**config.mk**
```make
export PLATFORM = sky130hd
export DESIGN_NAME = tcpu_front
export DESIGN_NICKNAME = d
export VERILOG_FILES = /design/src/tcpu_pkg.sv /design/src/tcpu_front.sv
export SDC_FILE = /design/constraint.sdc
export NUM_CORES = 1
export LEC_CHECK = 0
export CAP_MARGIN = 10
export CORE_MARGIN = 5
export CORE_UTILIZATION = 55
export CTS_BUF_LIST = sky130_fd_sc_hd__clkbuf_4 sky130_fd_sc_hd__clkbuf_8
export CTS_CLUSTER_SIZE = 30
export DETAILED_ROUTE_END_ITERATION = 16
export DONT_BUFFER_PORTS = 1
export MAX_ROUTING_LAYER = met4
export PLACE_DENSITY_LB_ADDON = 0.1
export SKIP_CTS_REPAIR_TIMING = 1
export SYNTH_ARGS = -nofsm -noshare
export SYNTH_HDL_FRONTEND = slang
export SYNTH_SLANG_ARGS = --single-unit
```
**constraint.sdc**
```tcl
create_clock -name clock -period 4.1 [get_ports clock]
set_input_delay 0.205 -clock clock [delete_from_list [all_inputs] [get_ports clock]]
set_output_delay 0.205 -clock clock [all_outputs]
set_load 0.01 [all_outputs]
```
**src/tcpu_pkg.sv**
```systemverilog
// Shared types and constants of the teaching CPU execute unit.
`timescale 1ns / 1ps
package tcpu_pkg;

   localparam int DMEM_BYTES_DEF = 4096;
   localparam int GP_REGS        = 5;

   // request kinds
   localparam logic [1:0] RT_EXEC = 2'd0;
   localparam logic [1:0] RT_LOAD = 2'd1;
   localparam logic [1:0] RT_READ = 2'd2;

   // opcodes
   localparam logic [4:0] OP_LOAD = 5'd0;
   localparam logic [4:0] OP_MULR = 5'd1;
   localparam logic [4:0] OP_ADDR = 5'd2;
   localparam logic [4:0] OP_DECR = 5'd3;
   localparam logic [4:0] OP_DIVR = 5'd4;
   localparam logic [4:0] OP_MODR = 5'd5;
   localparam logic [4:0] OP_SUBR = 5'd6;
   localparam logic [4:0] OP_INCR = 5'd7;
   localparam logic [4:0] OP_XXXX = 5'd8;
   localparam logic [4:0] OP_GETM = 5'd9;
   localparam logic [4:0] OP_SETM = 5'd10;
   localparam logic [4:0] OP_MOVR = 5'd11;
   localparam logic [4:0] OP_COMP = 5'd12;
   localparam logic [4:0] OP_CGEQ = 5'd13;
   localparam logic [4:0] OP_CLEQ = 5'd14;
   localparam logic [4:0] OP_GOTO = 5'd15;
   localparam logic [4:0] OP_JMPZ = 5'd16;
   localparam logic [4:0] OP_JPNZ = 5'd17;
   localparam logic [4:0] OP_INTE = 5'd18;
   localparam logic [4:0] OP_SHIF = 5'd19;
   localparam logic [4:0] OP_NOPP = 5'd20;
   localparam logic [4:0] OP_PUSH = 5'd21;
   localparam logic [4:0] OP_TAKE = 5'd22;
   localparam logic [4:0] OP_MALC = 5'd23;

   // register codes
   localparam logic [3:0] RC_A  = 4'd0;
   localparam logic [3:0] RC_B  = 4'd1;
   localparam logic [3:0] RC_C  = 4'd2;
   localparam logic [3:0] RC_D  = 4'd3;
   localparam logic [3:0] RC_E  = 4'd4;
   localparam logic [3:0] RC_CB = 4'd5;
   localparam logic [3:0] RC_IP = 4'd6;
   localparam logic [3:0] RC_SB = 4'd7;
   localparam logic [3:0] RC_SC = 4'd8;

   // status codes
   localparam logic [2:0] ST_OK   = 3'd0;
   localparam logic [2:0] ST_DIVZ = 3'd1;
   localparam logic [2:0] ST_HALT = 3'd2;
   localparam logic [2:0] ST_INT  = 3'd3;
   localparam logic [2:0] ST_PRIV = 3'd4;
   localparam logic [2:0] ST_MEMF = 3'd5;
   localparam logic [2:0] ST_CNT  = 3'd6;
   localparam logic [2:0] ST_SVC  = 3'd7;

   typedef struct packed {
      logic [1:0]  req_type;
      logic [4:0]  opcode;
      logic [3:0]  reg_first;
      logic [3:0]  reg_second;
      logic [31:0] immediate;
      logic        is_div;
      logic        is_mem;
      logic        is_prot;
   } item_type;

   typedef struct packed {
      logic [2:0]  status;
      logic [31:0] reg_value;
      logic [31:0] next_pointer;
      logic [31:0] service_arg;
      logic        running;
   } resp_type;

endpackage

```
**src/tcpu_front.sv**
```systemverilog
// Front end: accepts requests, classifies them and queues them for the back end.
`timescale 1ns / 1ps
module tcpu_front (
   input  logic              clock,
   input  logic              reset,
   input  logic              accept_en,
   input  logic              req_tvalid,
   output logic              req_tready,
   input  logic [1:0]        req_tuser,
   input  logic [47:0]       req_tdata,
   output logic              q_valid,
   output tcpu_pkg::item_type q_item,
   input  logic              q_pop
);
   import tcpu_pkg::*;

   item_type   slot_ff [2];
   logic       wptr_ff, wptr_in;
   logic       rptr_ff, rptr_in;
   logic [1:0] count_ff, count_in;
   item_type   new_item;
   logic       push;

   always_comb begin
      new_item.req_type   = req_tuser;
      new_item.opcode     = req_tdata[4:0];
      new_item.reg_first  = req_tdata[8:5];
      new_item.reg_second = req_tdata[12:9];
      new_item.immediate  = req_tdata[44:13];
      new_item.is_div     = (req_tdata[4:0] == OP_DIVR) || (req_tdata[4:0] == OP_MODR);
      new_item.is_mem     = (req_tdata[4:0] == OP_GETM) || (req_tdata[4:0] == OP_SETM) ||
                            (req_tdata[4:0] == OP_PUSH) || (req_tdata[4:0] == OP_TAKE);
      new_item.is_prot    = (req_tdata[4:0] >= OP_MALC);
   end

   assign req_tready = accept_en && (count_ff != 2'd2);
   assign push       = req_tvalid && req_tready;
   assign q_valid    = (count_ff != 2'd0);
   assign q_item     = slot_ff[rptr_ff];

   always_comb begin
      wptr_in  = wptr_ff ^ push;
      rptr_in  = rptr_ff ^ q_pop;
      count_in = count_ff + {1'b0, push} - {1'b0, q_pop};
   end

   always_ff @(posedge clock) begin
      if (reset) begin
         wptr_ff  <= 1'b0;
         rptr_ff  <= 1'b0;
         count_ff <= 2'd0;
      end else begin
         wptr_ff  <= wptr_in;
         rptr_ff  <= rptr_in;
         count_ff <= count_in;
      end
      if (push) begin
         slot_ff[wptr_ff] <= new_item;
      end
   end
endmodule

```
## Word-level counts from Yosys, hierarchy flattened

Memories as Yosys holds them, arrays and structs flattened. A register that Yosys moved wholly into a read port is not among the register bits.
Cells that the tools add are included.

- Logic and storage cells: 26
- Bits in writable memories: 100
- Memories kept: 1
- Input port bits: 55
- Output and inout bits: 52
- Register bits: 4

- Reduce and logical (&&, ||, !) cells: 7
- Equality and inequality tests: 7
- Bitwise gates (word level): 2
- Muxes and demuxes: 3
- $lt $le $gt $ge: 1
- $add $sub $neg: 2

Memories:

| memory | words | width | read ports | clocked after memory_dff | wr ports | line | RTL |
|---|---|---|---|---|---|---|---|
| slot_ff | 2 | 50 | 1 | 1 | 1 | tcpu_front.sv:17 | `item_type slot_ff [2];` |

Operator list:

| operator | count |
|---|---|
| equality test 5 x 3 -> 1 bit (second input constant) | 2 |
| equality test 5 x 4 -> 1 bit (second input constant) | 2 |
| equality test 5 bit (second input constant) | 2 |
| greater-or-equal comparator 5 bit (second input constant) | 1 |
| logical OR 1 bit | 4 |
| 2-to-1 mux 1 bit | 3 |
| adder 2 x 1 -> 2 bit | 1 |
| logical AND 1 bit | 2 |
| inequality test 2 bit (second input constant) | 1 |
| nonzero test 2 bit | 1 |
| subtractor 2 x 1 -> 2 bit | 1 |
| XOR 1 bit | 2 |

## Logic depth before layout (Yosys ltp)

Gate-level depths: netlist of the first run.

- Word-level depth: 5
- Depth in mapped cells: 7
- Gate-level depth less buffers: 7

## Worst setup path after synthesis of the first run

OpenSTA, ideal clock, no wires.

- Path type: register to register
- Start point: reg count_ff[1]
- End point: mem slot_ff[1][0] (netlist name), enable pin
- Data arrival time: 1,787 ps
- Period minus slack after synthesis: 2,200 ps
- Setup slack: 1,900 ps
- Library setup time: 413 ps
- Path buffers: 0
- Required time: 3,687 ps
- Stages on the path, launching flop included: 4
- Cells stage by stage: dfxtp_1 > inv_1 > o211a_1 > ha_1

- Cells in the longest elaborated chain, start to end: 5

Ends and longest elaborated chain:

| element | line | RTL |
|---|---|---|
| start, declared | tcpu_front.sv:20 | `logic [1:0] count_ff, count_in;` |
| start signal, assigned | tcpu_front.sv:55 | `count_ff <= count_in;` |
| inequality test 2 bit | tcpu_front.sv:36 | `assign req_tready = accept_en && (count_ff != 2'd2);` |
| logical AND 1 bit | tcpu_front.sv:36 |  |
| logical AND 1 bit | tcpu_front.sv:37 | `assign push = req_tvalid && req_tready;` |
| 2-to-1 mux 1 bit | tcpu_front.sv:57 | `if (push) begin` |
| 2-to-1 mux 1 bit (implied by the code) | tcpu_front.sv:58 | `slot_ff[wptr_ff] <= new_item;` |
| end, declared | tcpu_front.sv:17 |  |

Every way passes these cells.

==> flow_summary.json, run 1 <==
{
  "io-pin-count": 107,
  "status": "completed",
  "cts_num_sinks": 104,
  "maxCapViolCount": 0,
  "finalPower_uw": 2100,
  "drc": 0,
  "gp_congestion": 0.652,
  "hold_path_class": "input pin to flip-flop",
  "track_usage_pct": 13.5,
  "dieArea_um2": 9350,
  "critPathMaxFanout": 51,
  "crit_chain": "mux2_2",
  "yosys_warnings": 0,
  "die_x_um": 96.7,
  "hold_viol": 0,
  "row_count": 31,
  "synth_area_leader_cell": "edfxtp_1",
  "synth_edf_count": 100,
  "dr.pass1.iters": 5,
  "ctsLongestPathBuffers": 2,
  "dp_hpwl_um": 3970,
  "die_h_um": 96.7,
  "grt.overflow.total": 0,
  "worstPathArrival_ns": 1.78,
  "synth_area_leaders": "edfxtp_1, mux2_4, buf_12",
  "drt_iter0_drc": 94,
  "setup_tns_ns": 0,
  "dp_slack_ns": 2.03,
  "synth_ff_type": "edfxtp_1",
  "p_per_area_nw_per_um2": 431,
  "drv_slew": 0,
  "period_needed_ns": 1.99,
  "viasPerCell": 5.20,
  "synth.avg_cell_area_um2": 22.4,
  "antenna_found_initial": 0,
  "cp.buffers_inverters": 0,
  "core_area_um2": 7290,
  "path_class": "flip-flop to output pin",
  "synth_top_area_share_pct": 72.6,
  "vdd_ir_drop_max_uv": 268,
  "end_kind": "output pin",
  "ys_types": 21,
  "setup_viol": 0,
  "first_global_vias": 1712,
  "tightest_slew_ns": 0.940,
  "cts-root-buf": "clkbuf_8",
  "diodes": 0,
  "num_vias": 1793,
  "postPlaceCellArea_um2": 4160,
  "async_reset_ff_share_pct": 0,
  "relSlewSlack_pct": 37.4,
  "yosysSeqAreaShare_pct": 74.6,
  "ant_nets": 0,
  "h-tree-depth": 3,
  "synth.most_common_cell": "edfxtp_1",
  "wl_per_cell_um": 19.6,
  "p_leak_uw": 0.00172,
  "critPathTopFamily": "flip-flops",
  "grt_pass1_wl_um": 9230,
  "grt_max_degree": 52,
  "path_clk_slew_ns": 0.08,
  "final_area_um2": 4860,
  "finalWirelength_um": 6760,
  "max_stage_delay_ns": 0.98,
  "slowest_stage": "dfxtp_4",
  "clock_latency_ns": 0.35,
  "fin_util_pct": 66.7,
  "syn_area_um2": 4140,
  "start_util_pct": 56.7,
  "setup_ws_ns": 2.11,
  "nets": 300,
  "cts_tree": "built",
  "synth_nets": 244,
  "ys_ff_latch": 104,
  "max_freq_mhz": 503,
  "cts_buffers": 9,
  "area_growth_pct": 17.6,
  "finClkSkew_ns": 0.00870,
  "synth_cells": 185,
  "critical_path_required_ns": 3.89,
  "period_share_pct": 48.4,
  "drive_gt1_share_pct": 28.9,
  "cp-start-kind": "flip-flop",
  "rsz0062_at_grt": "no",
  "synthTopCellsByCount": "edfxtp_1, mux2_4, buf_12",
  "port_buffers": 0
}
report_power, final:
| group | switching, uW | leakage, uW | internal (uW) |
|---|---|---|---|
| combinational | 113 | 0.000689 | 148 |
| sequential | 44.6 | 0.000950 | 1230 |
| clock | 316 | 0.0000831 | 242 |
| total | 474 | 0.00172 | 1620 |
routing by layer:
layer / vias to the layer above / wire [um] / track usage [%] / share of wire, %
li1: 829 / - / - / -
met1: 881 / 2440 / 13.1 / 36
met2: 76 / 3750 / 22.8 / 56
met3: 7 / 493 / 6.91 / 7.3
met4: 0 / 78 / 5.18 / 1.2
met5: - / 0 / - / 0
state kept, by name (all words and copies together) (netlist names):
signal	count
count_ff	2
rptr_ff	1
slot_ff	100
wptr_ff	1
through the flow:
step | std cells | hold WS (ns)
4_1_cts | 294 | -0.107
3_5_place_dp | 278 | 0.271
5_1_grt | 345 | 0.0379
2_1_floorplan | 185 | 0.272
6_report | 345 | 0.0661
3_3_place_gp | 278 | 0.270
final timing paths:
| path | to | slack [ns] | cells after the start | from |
|---|---|---|---|---|
| setup / recovery | q_item[19] | 2.11 | 1 | rptr_ff |
| setup reg to reg | rptr_ff | 2.20 | 3 | rptr_ff |
| hold / removal | slot_ff[0][2] | 0.07 | 1 | req_tdata[4] |
| hold reg to reg | wptr_ff | 0.60 | 3 | wptr_ff |
kinds of logic after synthesis:
logic type      after synthesis  synth area share [%]
fa+ha+maj                     4                  1.21
flops                       104                  74.6
mux                          50                  18.1
simple gates                  9                  1.27
xor+xnor                      3                 0.968
compound gates                5                 0.878
buf+inv                      10                  3.06
cells in the final DEF, fill, tap and decap left out, drive strengths merged:
master	synthesis	layout
mux2	50	50
dlygate4sd3	0	49
clkinvlp	0	3
xnor2	2	2
ha	4	4
nand3b	1	1
dfxtp	4	4
or3b	1	1
nand2	1	1
a21boi	1	1
o211a	1	1
clkinv	0	1
nor4b	1	1
a31oi	1	1
nor2b	2	2
a21oi	1	1
buf	6	2
nor2	3	3
clkbuf	0	12
inv	4	4
o211ai	1	1
xnor3	1	1
edfxtp	100	100
area by class of cell:
type | instances | area (um2)
clock buffer | 12 | 146
clock inverter | 4 | 31.3
fill | 510 | 2430
inverter | 4 | 15.0
multi-input combinational | 71 | 931
sequential | 104 | 3090
tap | 99 | 124
timing repair buffer | 51 | 531
Power figures use the tool's default switching activity.
==> run 2, diff against run 1 <==
- clock period: 4.1 -> 1.65 ns (I/O delays scaled with it)
==> flow_summary.json, run 2 (same netlist as run 1, synthesis figures left out) <==
{
  "final_cell_mix": "edfxtp_1, mux2_4, dlygate4sd3_1, buf_4, clkbuf_8",
  "row_count": 31,
  "end_kind": "flip-flop",
  "die_h_um": 96.7,
  "cts_num_sinks": 104,
  "path_clk_slew_ns": 0.09,
  "setup_viol": 0,
  "drt_iter0_drc": 60,
  "max_freq_mhz": 660,
  "cts_tree": "built",
  "cts-root-buf": "clkbuf_8",
  "diodes": 0,
  "clock_latency_ns": 0.35,
  "antenna_found_initial": 0,
  "p_per_area_nw_per_um2": 1130,
  "hold_viol": 0,
  "period_needed_ns": 1.52,
  "area_growth_pct": 22.5,
  "die_x_um": 96.7,
  "dp_hpwl_um": 4190,
  "period_share_pct": 91.8,
  "critPathMaxFanout": 3,
  "core_area_um2": 7290,
  "fin_util_pct": 69.5,
  "h-tree-depth": 3,
  "finClkSkew_ns": 0.00871,
  "dr.pass1.iters": 4,
  "viasPerCell": 5.19,
  "layout_commonest_cell": "edfxtp_1",
  "dieArea_um2": 9350,
  "setup_ws_ns": 0.135,
  "crit_chain": "inv_1, o211ai_1, ha_1, inv_1, ha_1, xnor3_1, nor2_1",
  "slowest_stage": "dfxtp_1",
  "drive_gt1_share_pct": 32.4,
  "largest_reg_flops": 100,
  "port_buffers": 0,
  "start_util_pct": 56.7,
  "num_vias": 1857,
  "finalWirelength_um": 6910,
  "num-fill-cells": 496,
  "critPathTopFamily": "adder cells",
  "p_leak_uw": 0.00184,
  "grt.overflow.total": 0,
  "max_stage_delay_ns": 0.35,
  "nets": 314,
  "io-pin-count": 107,
  "track_usage_pct": 13.4,
  "relSlewSlack_pct": 72.1,
  "critical_path_required_ns": 1.93,
  "hold_path_class": "input pin to flip-flop",
  "cts_buffers": 9,
  "top_register": "slot_ff",
  "finalPower_uw": 5700,
  "grt_pass1_wl_um": 9180,
  "wl_per_cell_um": 19.3,
  "tightest_slew_ns": 0.413,
  "maxCapViolCount": 0,
  "multi_input_area_um2": 931,
  "ant_nets": 0,
  "grt_max_degree": 29,
  "ctsLongestPathBuffers": 2,
  "first_global_vias": 1708,
  "gp_congestion": 0.640,
  "vdd_ir_drop_max_uv": 621,
  "area.sequential_um2": 3090,
  "worstPathArrival_ns": 1.79,
  "status": "completed",
  "dp_slack_ns": 0.159,
  "drv_slew": 0,
  "path_class": "flip-flop to flip-flop",
  "cp-start-kind": "flip-flop",
  "drc": 0,
  "top_regs": "slot_ff: 100 flops, count_ff: 2 flops",
  "cp.buffers_inverters": 2
}
## run 2: cell types whose count changed in the layout (fill, tap and decap cells not counted)
| cell | delta |
|---|---|
| buf_12 | +3 |
| bufinv_16 | +3 |
| buf_4 | +11 |
| clkbuf_4 | -2 |
| clkinvlp_4 | -2 |
## run 2: path summary, 6_finish.rpt
| check | from | slack [ns] | end | cells past startpoint |
|---|---|---|---|---|
| setup / recovery | count_ff[1] | 0.13 | count_ff[1] | 7 |
| hold / removal | req_tdata[2] | 0.05 | slot_ff[1][2] | 1 |
| setup reg to reg | count_ff[1] | 0.13 | count_ff[1] | 7 |
| hold reg to reg | wptr_ff | 0.60 | wptr_ff | 3 |
## run 2: layout make-up
| type | instances | share of cell area [%] |
|---|---|---|
| clock inverters | 5 | 2.10 |
| repair buffers | 65 | 13.3 |
| flip-flops and latches | 104 | 60.9 |
| multi-input cells | 71 | 18.4 |
| clock buffers | 10 | 2.59 |
| inverters | 4 | 0.296 |
| well taps | 99 | 2.44 |
## run 2: power by group
| part | total, uW | internal (uW) | switching, uW |
|---|---|---|---|
| sequential | 3120 | 3070 | 56.3 |
| clock | 1810 | 1020 | 788 |
| combinational | 774 | 419 | 356 |
| total | 5700 | 4500 | 1200 |
## run 2: stage by stage
stage | instances | TNS [ns] | cell area (um2) | hold slack (ns)
final | 358 | 0 | 5070 | 0.0456
after global routing | 358 | -0.0126 | 5070 | 0.00903
after CTS | 300 | -0.0127 | 4510 | -0.237
after detailed placement | 285 | 0 | 4270 | 0.148
after global placement | 285 | 0 | 4270 | 0.147
after floorplan | 185 | -3.90 | 4140 | 0.149
## run 2: metal layers
metal  global-route usage [%]  part of all wire, %  wire (um)
met5                        -                    0          0
met4                     5.51                  1.4         99
met3                     6.33                  6.6        454
met2                     22.0                   56       3860
met1                     13.9                   36       2500
## run 2: worst register-to-register path, stage by stage (launching register included)
cell	delay, ns
dfxtp_1	0.35
inv_1	0.07
o211ai_1	0.21
ha_1	0.27
inv_1	0.06
ha_1	0.15
xnor3_1	0.22
nor2_1	0.11
==> run 3, diff against run 2 <==
- REMOVE_ABC_BUFFERS: default -> 1
==> flow_summary.json, run 3 (same netlist as run 1, synthesis figures left out) <==
{
  "ant_nets": 0,
  "die_h_um": 96.7,
  "num_vias": 1817,
  "io-pin-count": 107,
  "hold_path_class": "input pin to flip-flop",
  "setup_tns_ns": 0,
  "path_clk_slew_ns": 0.09,
  "dr.pass1.iters": 4,
  "wl_per_cell_um": 19.2,
  "layout_commonest_cell": "edfxtp_1",
  "crit_chain": "buf_4, mux2_2",
  "drt_iter0_drc": 77,
  "final_cell_mix": "edfxtp_1, mux2_4, dlygate4sd3_1, clkbuf_8, inv_1",
  "setup_ws_ns": 0.103,
  "track_usage_pct": 13.7,
  "rsz0062_at_grt": "no",
  "viasPerCell": 5.21,
  "critPathMaxFanout": 20,
  "first_global_vias": 1751,
  "p_leak_uw": 0.00175,
  "max_freq_mhz": 647,
  "top_register": "slot_ff",
  "cts_tree": "built",
  "min_to": "slot_ff[0][0]",
  "cts_num_sinks": 104,
  "reg2reg_depth": 7,
  "reg2reg_slack_ns": 0.19,
  "area_growth_pct": 19.1,
  "vdd_ir_drop_max_uv": 673,
  "critPathTopFamily": "multiplexers",
  "ctsLongestPathBuffers": 2,
  "p_per_area_nw_per_um2": 1090,
  "period_share_pct": 93.7,
  "finalWirelength_um": 6710,
  "r2r-end": "count_ff[1]",
  "hold_depth": 1,
  "maxCapViolCount": 0,
  "path_class": "flip-flop to output pin",
  "drive_gt1_share_pct": 29.2,
  "hold_viol": 0,
  "cts-root-buf": "clkbuf_8",
  "rr_startpoint": "count_ff[1]",
  "max_stage_delay_ns": 0.42,
  "port_buffers": 0,
  "grt_max_degree": 38,
  "diodes": 0,
  "dieArea_um2": 9350,
  "cp-start-kind": "flip-flop",
  "grt_pass1_wl_um": 9490,
  "gp_congestion": 0.636,
  "grt.overflow.total": 0,
  "critical_path_required_ns": 1.57,
  "dp_slack_ns": 0.204,
  "period_needed_ns": 1.55,
  "cts_buffers": 9,
  "antenna_found_initial": 0,
  "drv_slew": 0,
  "finClkSkew_ns": 0.00566,
  "largest_reg_flops": 100,
  "num-fill-cells": 510,
  "status": "completed",
  "setup_viol": 0,
  "nets": 304,
  "clock_latency_ns": 0.34,
  "start_util_pct": 56.7,
  "cp.buffers_inverters": 1,
  "hp-start": "req_tdata[4]",
  "die_x_um": 96.7,
  "drc": 0,
  "relSlewSlack_pct": 72.9,
  "core_area_um2": 7290,
  "worstPathArrival_ns": 1.46,
  "slowest_stage": "mux2_2",
  "top_regs": "slot_ff: 100 flops, count_ff: 2 flops",
  "h-tree-depth": 3,
  "tightest_slew_ns": 0.403,
  "row_count": 31,
  "end_kind": "output pin"
}
==> run 3: cell types whose count changed in the layout (fill, tap and decap cells not counted) <==
cell and delta:
clkinv_4 -1, buf_4 -8, bufinv_16 -2, clkinvlp_4 +1, inv_6 +2, buf_12 -2
clkinv_1 +2, clkbuf_4 -1
==> run 3: final cells by class <==
cell class / instances / area [um2] / area share, %
Sequential cell: 104 / 3090 / 62.7
Clock buffer: 9 / 124 / 2.52
Multi-Input combinational cell: 71 / 931 / 18.9
Inverter: 4 / 15.0 / 0.305
Clock inverter: 7 / 70.1 / 1.42
Timing Repair Buffer: 55 / 573 / 11.6
Tap cell: 99 / 124 / 2.52
==> run 3: metrics by stage <==
| step | util (%) | instance area, um2 | cells | total power [uW] | hold slack [ns] |
|---|---|---|---|---|---|
| 3_3_place_gp | 58.1 | 4240 | 284 | 3780 | 0.151 |
| 5_1_grt | 67.5 | 4920 | 349 | 5580 | 0.00954 |
| 3_5_place_dp | 58.1 | 4240 | 284 | 3810 | 0.153 |
| 6_report | 67.5 | 4920 | 349 | 5360 | 0.0305 |
| 2_1_floorplan | - | 4020 | 179 | 3690 | 0.149 |
| 4_1_cts | 60.8 | 4430 | 300 | 5300 | -0.223 |
==> run 3: worst max path at each step <==
| stage | startpoint | endpoint | slack, ns | cells after the start |
|---|---|---|---|---|
| 2_1_floorplan | rptr_ff | q_item[19] | -0.94 | 1 |
| 3_3_place_gp | count_ff[1] | count_ff[1] | 0.32 | 7 |
| 3_5_place_dp | count_ff[1] | count_ff[1] | 0.20 | 7 |
| 4_1_cts | rptr_ff | q_item[19] | 0.06 | 2 |
| 5_1_grt | rptr_ff | q_item[19] | 0.04 | 2 |
| 6_report | rptr_ff | q_item[19] | 0.10 | 2 |
==> run 3: power breakdown <==
| part | internal (uW) | switching [uW] |
|---|---|---|
| Combinational | 379 | 353 |
| Sequential | 3070 | 47.5 |
| Clock | 702 | 812 |
| Total | 4150 | 1210 |
==> run 3: metal layers <==
metal | track usage [%] | part of all wire (%) | vias to the layer above
li1 | - | - | 840
met1 | 14.3 | 38 | 905
met2 | 22.7 | 55 | 64
met3 | 5.97 | 6.2 | 8
met4 | 5.83 | 1.2 | 0
met5 | - | 0 | -
